===== src/rtl/tmf_pkg.sv =====
`timescale 1ns / 1ps
// ----------------------------------------------------------------------------
// tmf_pkg
// Shared widths, constants and types of the trimmed-mean pH filter.
// ----------------------------------------------------------------------------
package tmf_pkg;

  localparam int GROUP_SIZE_DEF    = 10;
  localparam int TRIM_EACH_END_DEF = 2;
  localparam int ADC_BITS_DEF      = 10;

  localparam int SAMPLE_W = 10;
  localparam int MSUM_W   = 13;
  localparam int PH_W     = 12;
  localparam int GAIN_W   = 12;

  localparam logic [GAIN_W-1:0] GAIN_RESET = 12'd1750;
  localparam logic [MSUM_W-1:0] MSUM_MAX   = 13'd8191;
  localparam logic [PH_W-1:0]   PH_MAX     = 12'd4095;
  localparam int                PH_LIMIT   = 4096;

  typedef struct packed {
    logic ins;
    logic drain;
  } cell_ctrl_t;

endpackage


===== src/rtl/tmf_if.sv =====
`timescale 1ns / 1ps
// ----------------------------------------------------------------------------
// tmf_if
// Valid/ready channels of the trimmed-mean pH filter.
// ----------------------------------------------------------------------------
interface tmf_in_if;
  import tmf_pkg::*;
  logic                valid;
  logic                ready;
  logic [SAMPLE_W-1:0] sample;
  modport source (output valid, output sample, input ready);
  modport sink   (input valid, input sample, output ready);
endinterface

interface tmf_out_if;
  import tmf_pkg::*;
  logic              valid;
  logic              ready;
  logic [MSUM_W-1:0] middle_sum;
  logic [PH_W-1:0]   ph_centi;
  modport source (output valid, output middle_sum, output ph_centi, input ready);
  modport sink   (input valid, input middle_sum, input ph_centi, output ready);
endinterface

interface tmf_cfg_if;
  import tmf_pkg::*;
  logic              valid;
  logic              ready;
  logic [GAIN_W-1:0] ph_gain;
  modport source (output valid, output ph_gain, input ready);
  modport sink   (input valid, input ph_gain, output ready);
endinterface


===== src/rtl/trimmed_mean_ph_filter.sv =====
`timescale 1ns / 1ps
// ----------------------------------------------------------------------------
// trimmed_mean_ph_filter
// Sorts ADC samples in a cell chain, sums the middle of each group and
// scales the sum to pH in hundredths.
//
//   channel | dir | payload                    | transaction
//   in_ch   | in  | sample[9:0]                | valid && ready
//   out_ch  | out | middle_sum[12:0], ph_centi | valid && ready
//   cfg_ch  | in  | ph_gain[11:0]              | valid && ready
//
// Samples are taken one per cycle while in_ready is high. The sample that
// closes a group holds in_ready low until the result register is loaded:
// the chain drains into the accumulator, then multiply, clamp, reciprocal
// multiply and correction run. A full result register delays the load.
// Reset empties the group and loads ph_gain with 1750; cfg_ch is always ready.
// ----------------------------------------------------------------------------
module trimmed_mean_ph_filter #(
  parameter int GROUP_SIZE    = tmf_pkg::GROUP_SIZE_DEF,
  parameter int TRIM_EACH_END = tmf_pkg::TRIM_EACH_END_DEF,
  parameter int ADC_BITS      = tmf_pkg::ADC_BITS_DEF
) (
  input  logic       clk,
  input  logic       rst_n,
  tmf_in_if.sink     in_ch,
  tmf_out_if.source  out_ch,
  tmf_cfg_if.sink    cfg_ch
);
  import tmf_pkg::*;

  localparam int HAS_MID   = (2 * TRIM_EACH_END < GROUP_SIZE) ? 1 : 0;
  localparam int MID       = (HAS_MID != 0) ? GROUP_SIZE - 2 * TRIM_EACH_END : 1;
  localparam int DRAIN_LEN = (HAS_MID != 0) ? GROUP_SIZE - TRIM_EACH_END : 1;
  localparam int CNT_W     = $clog2(GROUP_SIZE);
  localparam int DCNT_W    = $clog2(DRAIN_LEN + 1);
  localparam int SUM_W     = ADC_BITS + $clog2(MID + 1);
  localparam int PROD_W    = SUM_W + GAIN_W;
  localparam int TRAW_W    = PROD_W - ADC_BITS;
  localparam int T_W       = $clog2(PH_LIMIT * MID + 1);
  localparam int RECIP_W   = T_W + 1;
  localparam int QP_W      = T_W + RECIP_W;
  localparam int REM_W     = $clog2(2 * MID) + 1;

  localparam logic [RECIP_W-1:0] RECIP   = RECIP_W'((64'd1 << T_W) / MID);
  localparam logic [T_W-1:0]     T_LIMIT = T_W'(PH_LIMIT * MID);

  typedef enum logic [2:0] {
    ST_FILL, ST_DRAIN, ST_MUL, ST_CLAMP, ST_RECIP, ST_CORR, ST_EMIT
  } state_t;

  state_t              state_r;
  logic [CNT_W-1:0]    count_r;
  logic [DCNT_W-1:0]   dcnt_r;
  logic [SUM_W-1:0]    acc_r;
  logic [PROD_W-1:0]   prod_r;
  logic [T_W-1:0]      t_r;
  logic [QP_W-1:0]     qp_r;
  logic [T_W-1:0]      q0_r;
  logic [REM_W-1:0]    rem_r;
  logic [GAIN_W-1:0]   gain_r;
  logic                out_valid_r;
  logic [MSUM_W-1:0]   msum_r;
  logic [PH_W-1:0]     ph_r;

  logic                in_acc;
  logic                grp_done;
  logic [ADC_BITS+SAMPLE_W-1:0] sample_ext;
  logic [ADC_BITS-1:0] smp;
  cell_ctrl_t          ctrl;
  logic [GROUP_SIZE-1:0] occ;
  logic [GROUP_SIZE-1:0] gt;
  logic [ADC_BITS-1:0] cval [GROUP_SIZE];

  logic [TRAW_W-1:0]   t_raw;
  logic [T_W-1:0]      q0_w;
  logic [T_W-1:0]      q0m_w;
  logic [T_W:0]        q_w;
  logic [SUM_W+MSUM_W-1:0] sum_ext;
  logic [MSUM_W-1:0]   msum_w;
  logic [PH_W-1:0]     ph_w;

  assign in_ch.ready = (state_r == ST_FILL);
  assign in_acc      = in_ch.valid && in_ch.ready;
  assign grp_done    = in_acc && (count_r == CNT_W'(GROUP_SIZE - 1));
  assign sample_ext  = {{ADC_BITS{1'b0}}, in_ch.sample};
  assign smp         = sample_ext[ADC_BITS-1:0];
  assign ctrl.ins    = in_acc;
  assign ctrl.drain  = (state_r == ST_DRAIN);

  assign cfg_ch.ready      = 1'b1;
  assign out_ch.valid      = out_valid_r;
  assign out_ch.middle_sum = msum_r;
  assign out_ch.ph_centi   = ph_r;

  for (genvar gi = 0; gi < GROUP_SIZE; gi++) begin : g_cell
    assign occ[gi] = (32'(count_r) > 32'(gi));
    tmf_cell #(.W(ADC_BITS)) u_cell (
      .clk       (clk),
      .ctrl      (ctrl),
      .sample    (smp),
      .occ       (occ[gi]),
      .left_val  ((gi == 0) ? '0 : cval[(gi == 0) ? 0 : gi - 1]),
      .left_gt   ((gi == 0) ? 1'b0 : gt[(gi == 0) ? 0 : gi - 1]),
      .right_val ((gi == GROUP_SIZE - 1) ? '0 : cval[(gi == GROUP_SIZE - 1) ? gi : gi + 1]),
      .val       (cval[gi]),
      .gt        (gt[gi])
    );
  end

  always_comb begin
    t_raw   = prod_r[PROD_W-1:ADC_BITS];
    q0_w    = qp_r[2*T_W-1:T_W];
    q0m_w   = T_W'(q0_w * T_W'(MID));
    q_w     = (T_W + 1)'(q0_r) + (T_W + 1)'(rem_r >= REM_W'(MID));
    ph_w    = (q_w > (T_W + 1)'(PH_MAX)) ? PH_MAX : q_w[PH_W-1:0];
    sum_ext = (SUM_W + MSUM_W)'(acc_r);
    msum_w  = (sum_ext > (SUM_W + MSUM_W)'(MSUM_MAX)) ? MSUM_MAX : sum_ext[MSUM_W-1:0];
  end

  always_ff @(posedge clk) begin
    if (!rst_n) begin
      state_r     <= ST_FILL;
      count_r     <= '0;
      dcnt_r      <= '0;
      gain_r      <= GAIN_RESET;
      out_valid_r <= 1'b0;
    end else begin
      if (cfg_ch.valid && cfg_ch.ready) begin
        gain_r <= cfg_ch.ph_gain;
      end
      if (out_ch.valid && out_ch.ready && (state_r != ST_EMIT)) begin
        out_valid_r <= 1'b0;
      end
      unique case (state_r)
        ST_FILL: begin
          if (in_acc) begin
            count_r <= grp_done ? '0 : count_r + CNT_W'(1);
          end
          if (grp_done) begin
            dcnt_r  <= '0;
            acc_r   <= '0;
            state_r <= ST_DRAIN;
          end
        end
        ST_DRAIN: begin
          if ((HAS_MID != 0) && (32'(dcnt_r) >= 32'(TRIM_EACH_END))) begin
            acc_r <= acc_r + SUM_W'(cval[0]);
          end
          dcnt_r <= dcnt_r + DCNT_W'(1);
          if (dcnt_r == DCNT_W'(DRAIN_LEN - 1)) begin
            state_r <= ST_MUL;
          end
        end
        ST_MUL: begin
          prod_r  <= PROD_W'(acc_r) * PROD_W'(gain_r);
          state_r <= ST_CLAMP;
        end
        ST_CLAMP: begin
          t_r     <= (t_raw > TRAW_W'(T_LIMIT)) ? T_LIMIT : T_W'(t_raw);
          state_r <= ST_RECIP;
        end
        ST_RECIP: begin
          qp_r    <= QP_W'(t_r) * QP_W'(RECIP);
          state_r <= ST_CORR;
        end
        ST_CORR: begin
          q0_r    <= q0_w;
          rem_r   <= REM_W'(t_r - q0m_w);
          state_r <= ST_EMIT;
        end
        ST_EMIT: begin
          if (!out_valid_r || out_ch.ready) begin
            msum_r      <= msum_w;
            ph_r        <= ph_w;
            out_valid_r <= 1'b1;
            state_r     <= ST_FILL;
          end
        end
        default: begin
          state_r <= ST_FILL;
        end
      endcase
    end
  end

endmodule


===== src/rtl/tmf_cell.sv =====
`timescale 1ns / 1ps
// ----------------------------------------------------------------------------
// tmf_cell
// One slot of the insertion-sort chain: inserts, shifts up, or drains down.
// ----------------------------------------------------------------------------
module tmf_cell #(
  parameter int W = tmf_pkg::ADC_BITS_DEF
) (
  input  logic               clk,
  input  tmf_pkg::cell_ctrl_t ctrl,
  input  logic [W-1:0]       sample,
  input  logic               occ,
  input  logic [W-1:0]       left_val,
  input  logic               left_gt,
  input  logic [W-1:0]       right_val,
  output logic [W-1:0]       val,
  output logic               gt
);
  import tmf_pkg::*;

  logic [W-1:0] val_r;
  logic [W-1:0] val_nxt;

  assign gt  = occ && (val_r > sample);
  assign val = val_r;

  always_comb begin
    val_nxt = val_r;
    if (ctrl.drain) begin
      val_nxt = right_val;
    end else if (ctrl.ins) begin
      if (left_gt) begin
        val_nxt = left_val;
      end else if (!occ || (val_r > sample)) begin
        val_nxt = sample;
      end
    end
  end

  always_ff @(posedge clk) begin
    val_r <= val_nxt;
  end

endmodule


===== src/flat_wrapper.sv =====
// flat-port wrapper written by rule: the top's interface ports become plain ports
module trimmed_mean_ph_filter_flat import tmf_pkg::*;
#(
  parameter int GROUP_SIZE    = tmf_pkg::GROUP_SIZE_DEF,
  parameter int TRIM_EACH_END = tmf_pkg::TRIM_EACH_END_DEF,
  parameter int ADC_BITS      = tmf_pkg::ADC_BITS_DEF
)
  (clk, rst_n, in_ch_valid, in_ch_sample, in_ch_ready, out_ch_valid, out_ch_middle_sum, out_ch_ph_centi, out_ch_ready, cfg_ch_valid, cfg_ch_ph_gain, cfg_ch_ready);
  tmf_in_if in_ch_i ();
  tmf_out_if out_ch_i ();
  tmf_cfg_if cfg_ch_i ();
  input  logic clk;
  input  logic rst_n;
  input wire logic [$bits(in_ch_i.valid)-1:0] in_ch_valid;
  input wire logic [$bits(in_ch_i.sample)-1:0] in_ch_sample;
  output wire logic [$bits(in_ch_i.ready)-1:0] in_ch_ready;
  output wire logic [$bits(out_ch_i.valid)-1:0] out_ch_valid;
  output wire logic [$bits(out_ch_i.middle_sum)-1:0] out_ch_middle_sum;
  output wire logic [$bits(out_ch_i.ph_centi)-1:0] out_ch_ph_centi;
  input wire logic [$bits(out_ch_i.ready)-1:0] out_ch_ready;
  input wire logic [$bits(cfg_ch_i.valid)-1:0] cfg_ch_valid;
  input wire logic [$bits(cfg_ch_i.ph_gain)-1:0] cfg_ch_ph_gain;
  output wire logic [$bits(cfg_ch_i.ready)-1:0] cfg_ch_ready;
  assign in_ch_i.valid = in_ch_valid;
  assign in_ch_i.sample = in_ch_sample;
  assign in_ch_ready = in_ch_i.ready;
  assign out_ch_valid = out_ch_i.valid;
  assign out_ch_middle_sum = out_ch_i.middle_sum;
  assign out_ch_ph_centi = out_ch_i.ph_centi;
  assign out_ch_i.ready = out_ch_ready;
  assign cfg_ch_i.valid = cfg_ch_valid;
  assign cfg_ch_i.ph_gain = cfg_ch_ph_gain;
  assign cfg_ch_ready = cfg_ch_i.ready;
  trimmed_mean_ph_filter #(.GROUP_SIZE(GROUP_SIZE), .TRIM_EACH_END(TRIM_EACH_END), .ADC_BITS(ADC_BITS)) u_core (.clk(clk), .rst_n(rst_n), .in_ch(in_ch_i), .out_ch(out_ch_i), .cfg_ch(cfg_ch_i));
endmodule

===== config.mk =====
export PLATFORM = sky130hd
export DESIGN_NAME = trimmed_mean_ph_filter_flat
export DESIGN_NICKNAME = d
export VERILOG_FILES = /design/src/rtl/tmf_pkg.sv /design/src/rtl/tmf_if.sv /design/src/rtl/trimmed_mean_ph_filter.sv /design/src/rtl/tmf_cell.sv /design/src/flat_wrapper.sv
export SDC_FILE = /design/constraint.sdc
export NUM_CORES = 1
export LEC_CHECK = 0
export BUFFER_PORTS_ARGS = -buffer_cell sky130_fd_sc_hd__buf_4
export CORE_MARGIN = 2
export CORE_UTILIZATION = 40
export DETAILED_ROUTE_END_ITERATION = 10
export PLACE_DENSITY_LB_ADDON = 0.15
export SYNTH_ARGS = -nofsm -noshare
export SYNTH_HDL_FRONTEND = slang
export SYNTH_SLANG_ARGS = --single-unit

===== constraint.sdc =====
create_clock -name clk -period 6.4 [get_ports clk]
set_input_delay 0 -clock clk [delete_from_list [all_inputs] [get_ports clk]]
set_output_delay 0 -clock clk [all_outputs]
set_load 0.005 [all_outputs]

==> impl_metrics.env <==
export IMPL_slowest_delay_ns=0.60
export IMPL_tightestPinTransition_ns=1.11
export IMPL_crit_type="register to register"
export IMPL_core_sq_um=50000
export IMPL_synth_cells=2018
export IMPL_ant_nets=0
export IMPL_synth_nets=2464
export IMPL_synth_ff_type="edfxtp_1"
export IMPL_die_area_sq_um=52300
export IMPL_vias=14100
export IMPL_slew_violations=0
export IMPL_period_share_pct=86.2
export IMPL_status="completed"
export IMPL_crit_chain="and2_1 -> fa_1 -> inv_1 -> fa_1 -> inv_1 -> fa_1 -> fa_1 -> inv_1 -> fa_1 -> inv_1 -> ha_1 -> a21oi_1 -> o221a_2 -> o21ai_0 -> a21oi_1 -> a31oi_1 -> a21oi_1 -> xnor2_1"
export IMPL_gp_congestion=0.859
export IMPL_syn_area_sq_um=20200
export IMPL_hold_viol=0
export IMPL_viasPerCell=5.07
export IMPL_start_util_pct=40.4
export IMPL_crit_top_cell="fa_1"
export IMPL_switching_share_pct=30.9
export IMPL_num_io_pins=55
export IMPL_crit_fanout=14
export IMPL_wl_mm=47.2
export IMPL_numCtsBuffers=29
export IMPL_h_tree_depth=1
export IMPL_fin_tns_setup_ns=0
export IMPL_antenna_diode_count=0
export IMPL_skew_ns=0.0122
export IMPL_cts_tree="built"
export IMPL_leakage_nw=10.2
export IMPL_postSynthAreaPerCell_sq_um=10.0
export IMPL_fp_dieW_microns=229
export IMPL_power_mw=4.48
export IMPL_critical_path_required_ns=6.72
export IMPL_drc_errors=0
export IMPL_yosysWarnings=0
export IMPL_wl_per_cell_microns=17.0
export IMPL_p_per_area_nw_per_um2=198
export IMPL_antenna_found_initial=0
export IMPL_comb_power_share_pct=25.9
export IMPL_drv_cap=0
export IMPL_cts_hold_buf=48
export IMPL_grt_pass1_vias=14500
export IMPL_critical_path_slowest_cell="edfxtp_1"
export IMPL_clk_latency_ns=0.58
export IMPL_hp_class="input pin to register"
export IMPL_reg2reg_to="u_core.prod_r[24]"
export IMPL_synth_edf_count=188
export IMPL_die_height_microns=229
export IMPL_finalNetCount=2525
export IMPL_post_route_util_pct=45.2
export IMPL_placed_area_sq_um=21200
export IMPL_drt_first_iter_violations=718
export IMPL_ff2ff_setup_slack_ns=0.88
export IMPL_end_kind="register"
export IMPL_final_cell_area_sq_um=22600
export IMPL_hpwl_mm=37.2
export IMPL_ys_seq_elements=222
export IMPL_fmax_mhz=181
export IMPL_power_frac_clock_pct=35.3
export IMPL_timing_rr_start="u_core.acc_r[4]"
export IMPL_multi_input_area_sq_um=12400
export IMPL_firstDrtPassIters=5
export IMPL_whs_path_depth=3
export IMPL_whs_endpoint="u_core.out_ch.valid"
export IMPL_r2r_cells=18
export IMPL_n_fill_cell=4775
export IMPL_clk_pin_slew_ns=0.06
export IMPL_layout_area_overhead_vs_synth_pct=11.9
export IMPL_rows=82
export IMPL_setup_viol=0
export IMPL_drive_above_1_share_pct=6.24
export IMPL_yosysUniqueCellTypes=67
export IMPL_clock_sinks=222
export IMPL_ctsResizeCount=0
export IMPL_postCtsSetupRepairBufs=0
export IMPL_cp_start_kind="register"
export IMPL_p_switching_mw=1.38
export IMPL_cts_root_buf="clkbuf_16"
export IMPL_async_flop_share_pct=0
export IMPL_seq_power_share_pct=38.8
export IMPL_grt_pass1_wl_mm=77.2
export IMPL_rsz0062_at_grt="false"
export IMPL_critPathArrivalTime_ns=5.84
export IMPL_ys_seq_area_share_pct=31.3
export IMPL_grt_max_degree=115
export IMPL_port_buffers=53
export IMPL_grt_overflow=0
export IMPL_ctsLongestPathBuffers=3
export IMPL_worstHoldStart="out_ch_ready"
export IMPL_critPathBufInv=4
export IMPL_critPathTopFamily="adder cells"
export IMPL_grt_use_total_pct=18.2
export IMPL_ir_drop_v=0.000213
export IMPL_fin_crit_ns=5.52
export IMPL_ff_latch_area_sq_um=6330
export IMPL_p_int_mw=3.10
export IMPL_relSlewSlack_pct=26.0
-- how the worst max path moves through the flow --
| stage | start | to | depth (start not counted) |
|---|---|---|---|
| 2_1_floorplan | u_core.acc_r[10] | u_core.prod_r[24] | 19 |
| 4_1_cts | u_core.acc_r[4] | u_core.prod_r[24] | 18 |
| 5_1_grt | u_core.acc_r[4] | u_core.prod_r[24] | 18 |
| 3_3_place_gp | u_core.acc_r[4] | u_core.prod_r[24] | 18 |
| 3_5_place_dp | u_core.acc_r[4] | u_core.prod_r[24] | 18 |
| 6_report | u_core.acc_r[4] | u_core.prod_r[24] | 18 |
-- power by group through the flow --
stage	logic (mW)	registers [mW]	clock network [mW]
floorplan	0.893	1.73	0
global placement	1.11	1.77	0
detailed placement	1.14	1.77	0
CTS	1.17	1.74	1.63
global route	1.36	1.75	1.69
finish	1.16	1.74	1.58
-- area by class of cell --
type	count	share of cell area (%)
Clock buffer	37	3.34
Clock inverter	15	0.681
Inverter	315	5.23
Multi-Input combinational cell	1396	54.7
Sequential cell	222	28.0
Tap cell	672	3.72
Timing Repair Buffer	115	4.35
-- worst register-to-register path, delay by kind of cell, from the launching register on --
kind	cells	cell delay (ns)
AOI/OAI and AO/OA	6	1.12
xor gates and xnor gates	1	0.08
adders and majority gates	6	2.97
buffers and inverters	4	0.21
DFF	1	0.60
and+or+nand+nor	1	0.28
-- logic make-up after synthesis --
| family | synth area share (%) |
|---|---|
| mux | 5.00 |
| other cells | 0.0186 |
| buf+inv | 7.66 |
| flops | 31.3 |
| fa+ha+maj | 32.1 |
| compound gates | 9.98 |
| simple gates | 12.0 |
| xor+xnor | 1.91 |
-- metrics by stage --
step / hold slack [ns] / setup slack, ns / cells
after floorplan: 0.129 / 1.18 / 2018
after global placement: 0.214 / 0.911 / 2672
after detailed placement: 0.220 / 0.861 / 2672
after CTS: 0.0497 / 0.867 / 2772
after global routing: 0.0182 / 0.525 / 2772
final: 0.0141 / 0.884 / 2772
-- cells in the final DEF, fill, tap and decap left out, types with 10 or more instances in the layout --
| cell | netlist | layout |
|---|---|---|
| fa_1 | 166 | 166 |
| dfxtp_1 | 34 | 34 |
| xnor2_1 | 28 | 28 |
| a21oi_1 | 79 | 79 |
| ha_1 | 253 | 253 |
| nand3_1 | 21 | 21 |
| edfxtp_1 | 188 | 188 |
| dlygate4sd3_1 | 0 | 48 |
| and3_1 | 15 | 15 |
| xor2_1 | 16 | 16 |
| o21ai_0 | 106 | 106 |
| a211oi_1 | 15 | 15 |
| a21o_1 | 46 | 46 |
| nor2_1 | 68 | 66 |
| nor3_1 | 22 | 20 |
| nand2_1 | 227 | 227 |
| a31oi_1 | 10 | 10 |
| nor2b_1 | 16 | 16 |
| and2_1 | 76 | 76 |
| nand4_1 | 26 | 26 |
| inv_1 | 315 | 315 |
| buf_4 | 5 | 67 |
| mux2i_1 | 101 | 101 |
| clkbuf_16 | 0 | 29 |
-- sequential cells by signal, summed over array words and instances (netlist names), 12 cells and up --
register / flops
u_core.out_ch.ph_centi: 12
u_core.t_r: 15
u_core.g_cell.u_cell.val: 100
u_core.acc_r: 13
u_core.prod_r: 15
u_core.out_ch.middle_sum: 13
u_core.gain_r: 12
u_core.q0_r: 13
u_core.qp_r: 13
-- cell usage after synthesis, drive strengths merged (7+ instances only) --
library cell,n,area (sq um)
nand3,21,105
buf,24,135
dfxtp,34,681
nand2b,8,50.1
nor2,68,255
or2,7,43.8
a21o,46,345
clkbuf,61,229
fa,166,3320
o21ai,112,561
mux2i,101,1010
ha,253,3170
nor3,23,120
edfxtp,188,5650
and3,15,93.8
nand2,227,852
o21a,7,52.6
xor2,16,140
a21oi,79,395
and2,76,475
inv,315,1180
nor2b,16,100
nand4,26,163
a31oi,10,62.6
xnor2,28,245
a211oi,20,175
-- routing by layer --
layer,global-route usage [%],part of all wire [%]
met1,26.3,49
met2,29.7,46
met3,1.66,3.5
met4,4.00,1.5
met5,0,0
Note: power is estimated with default switching activity, not from simulation.
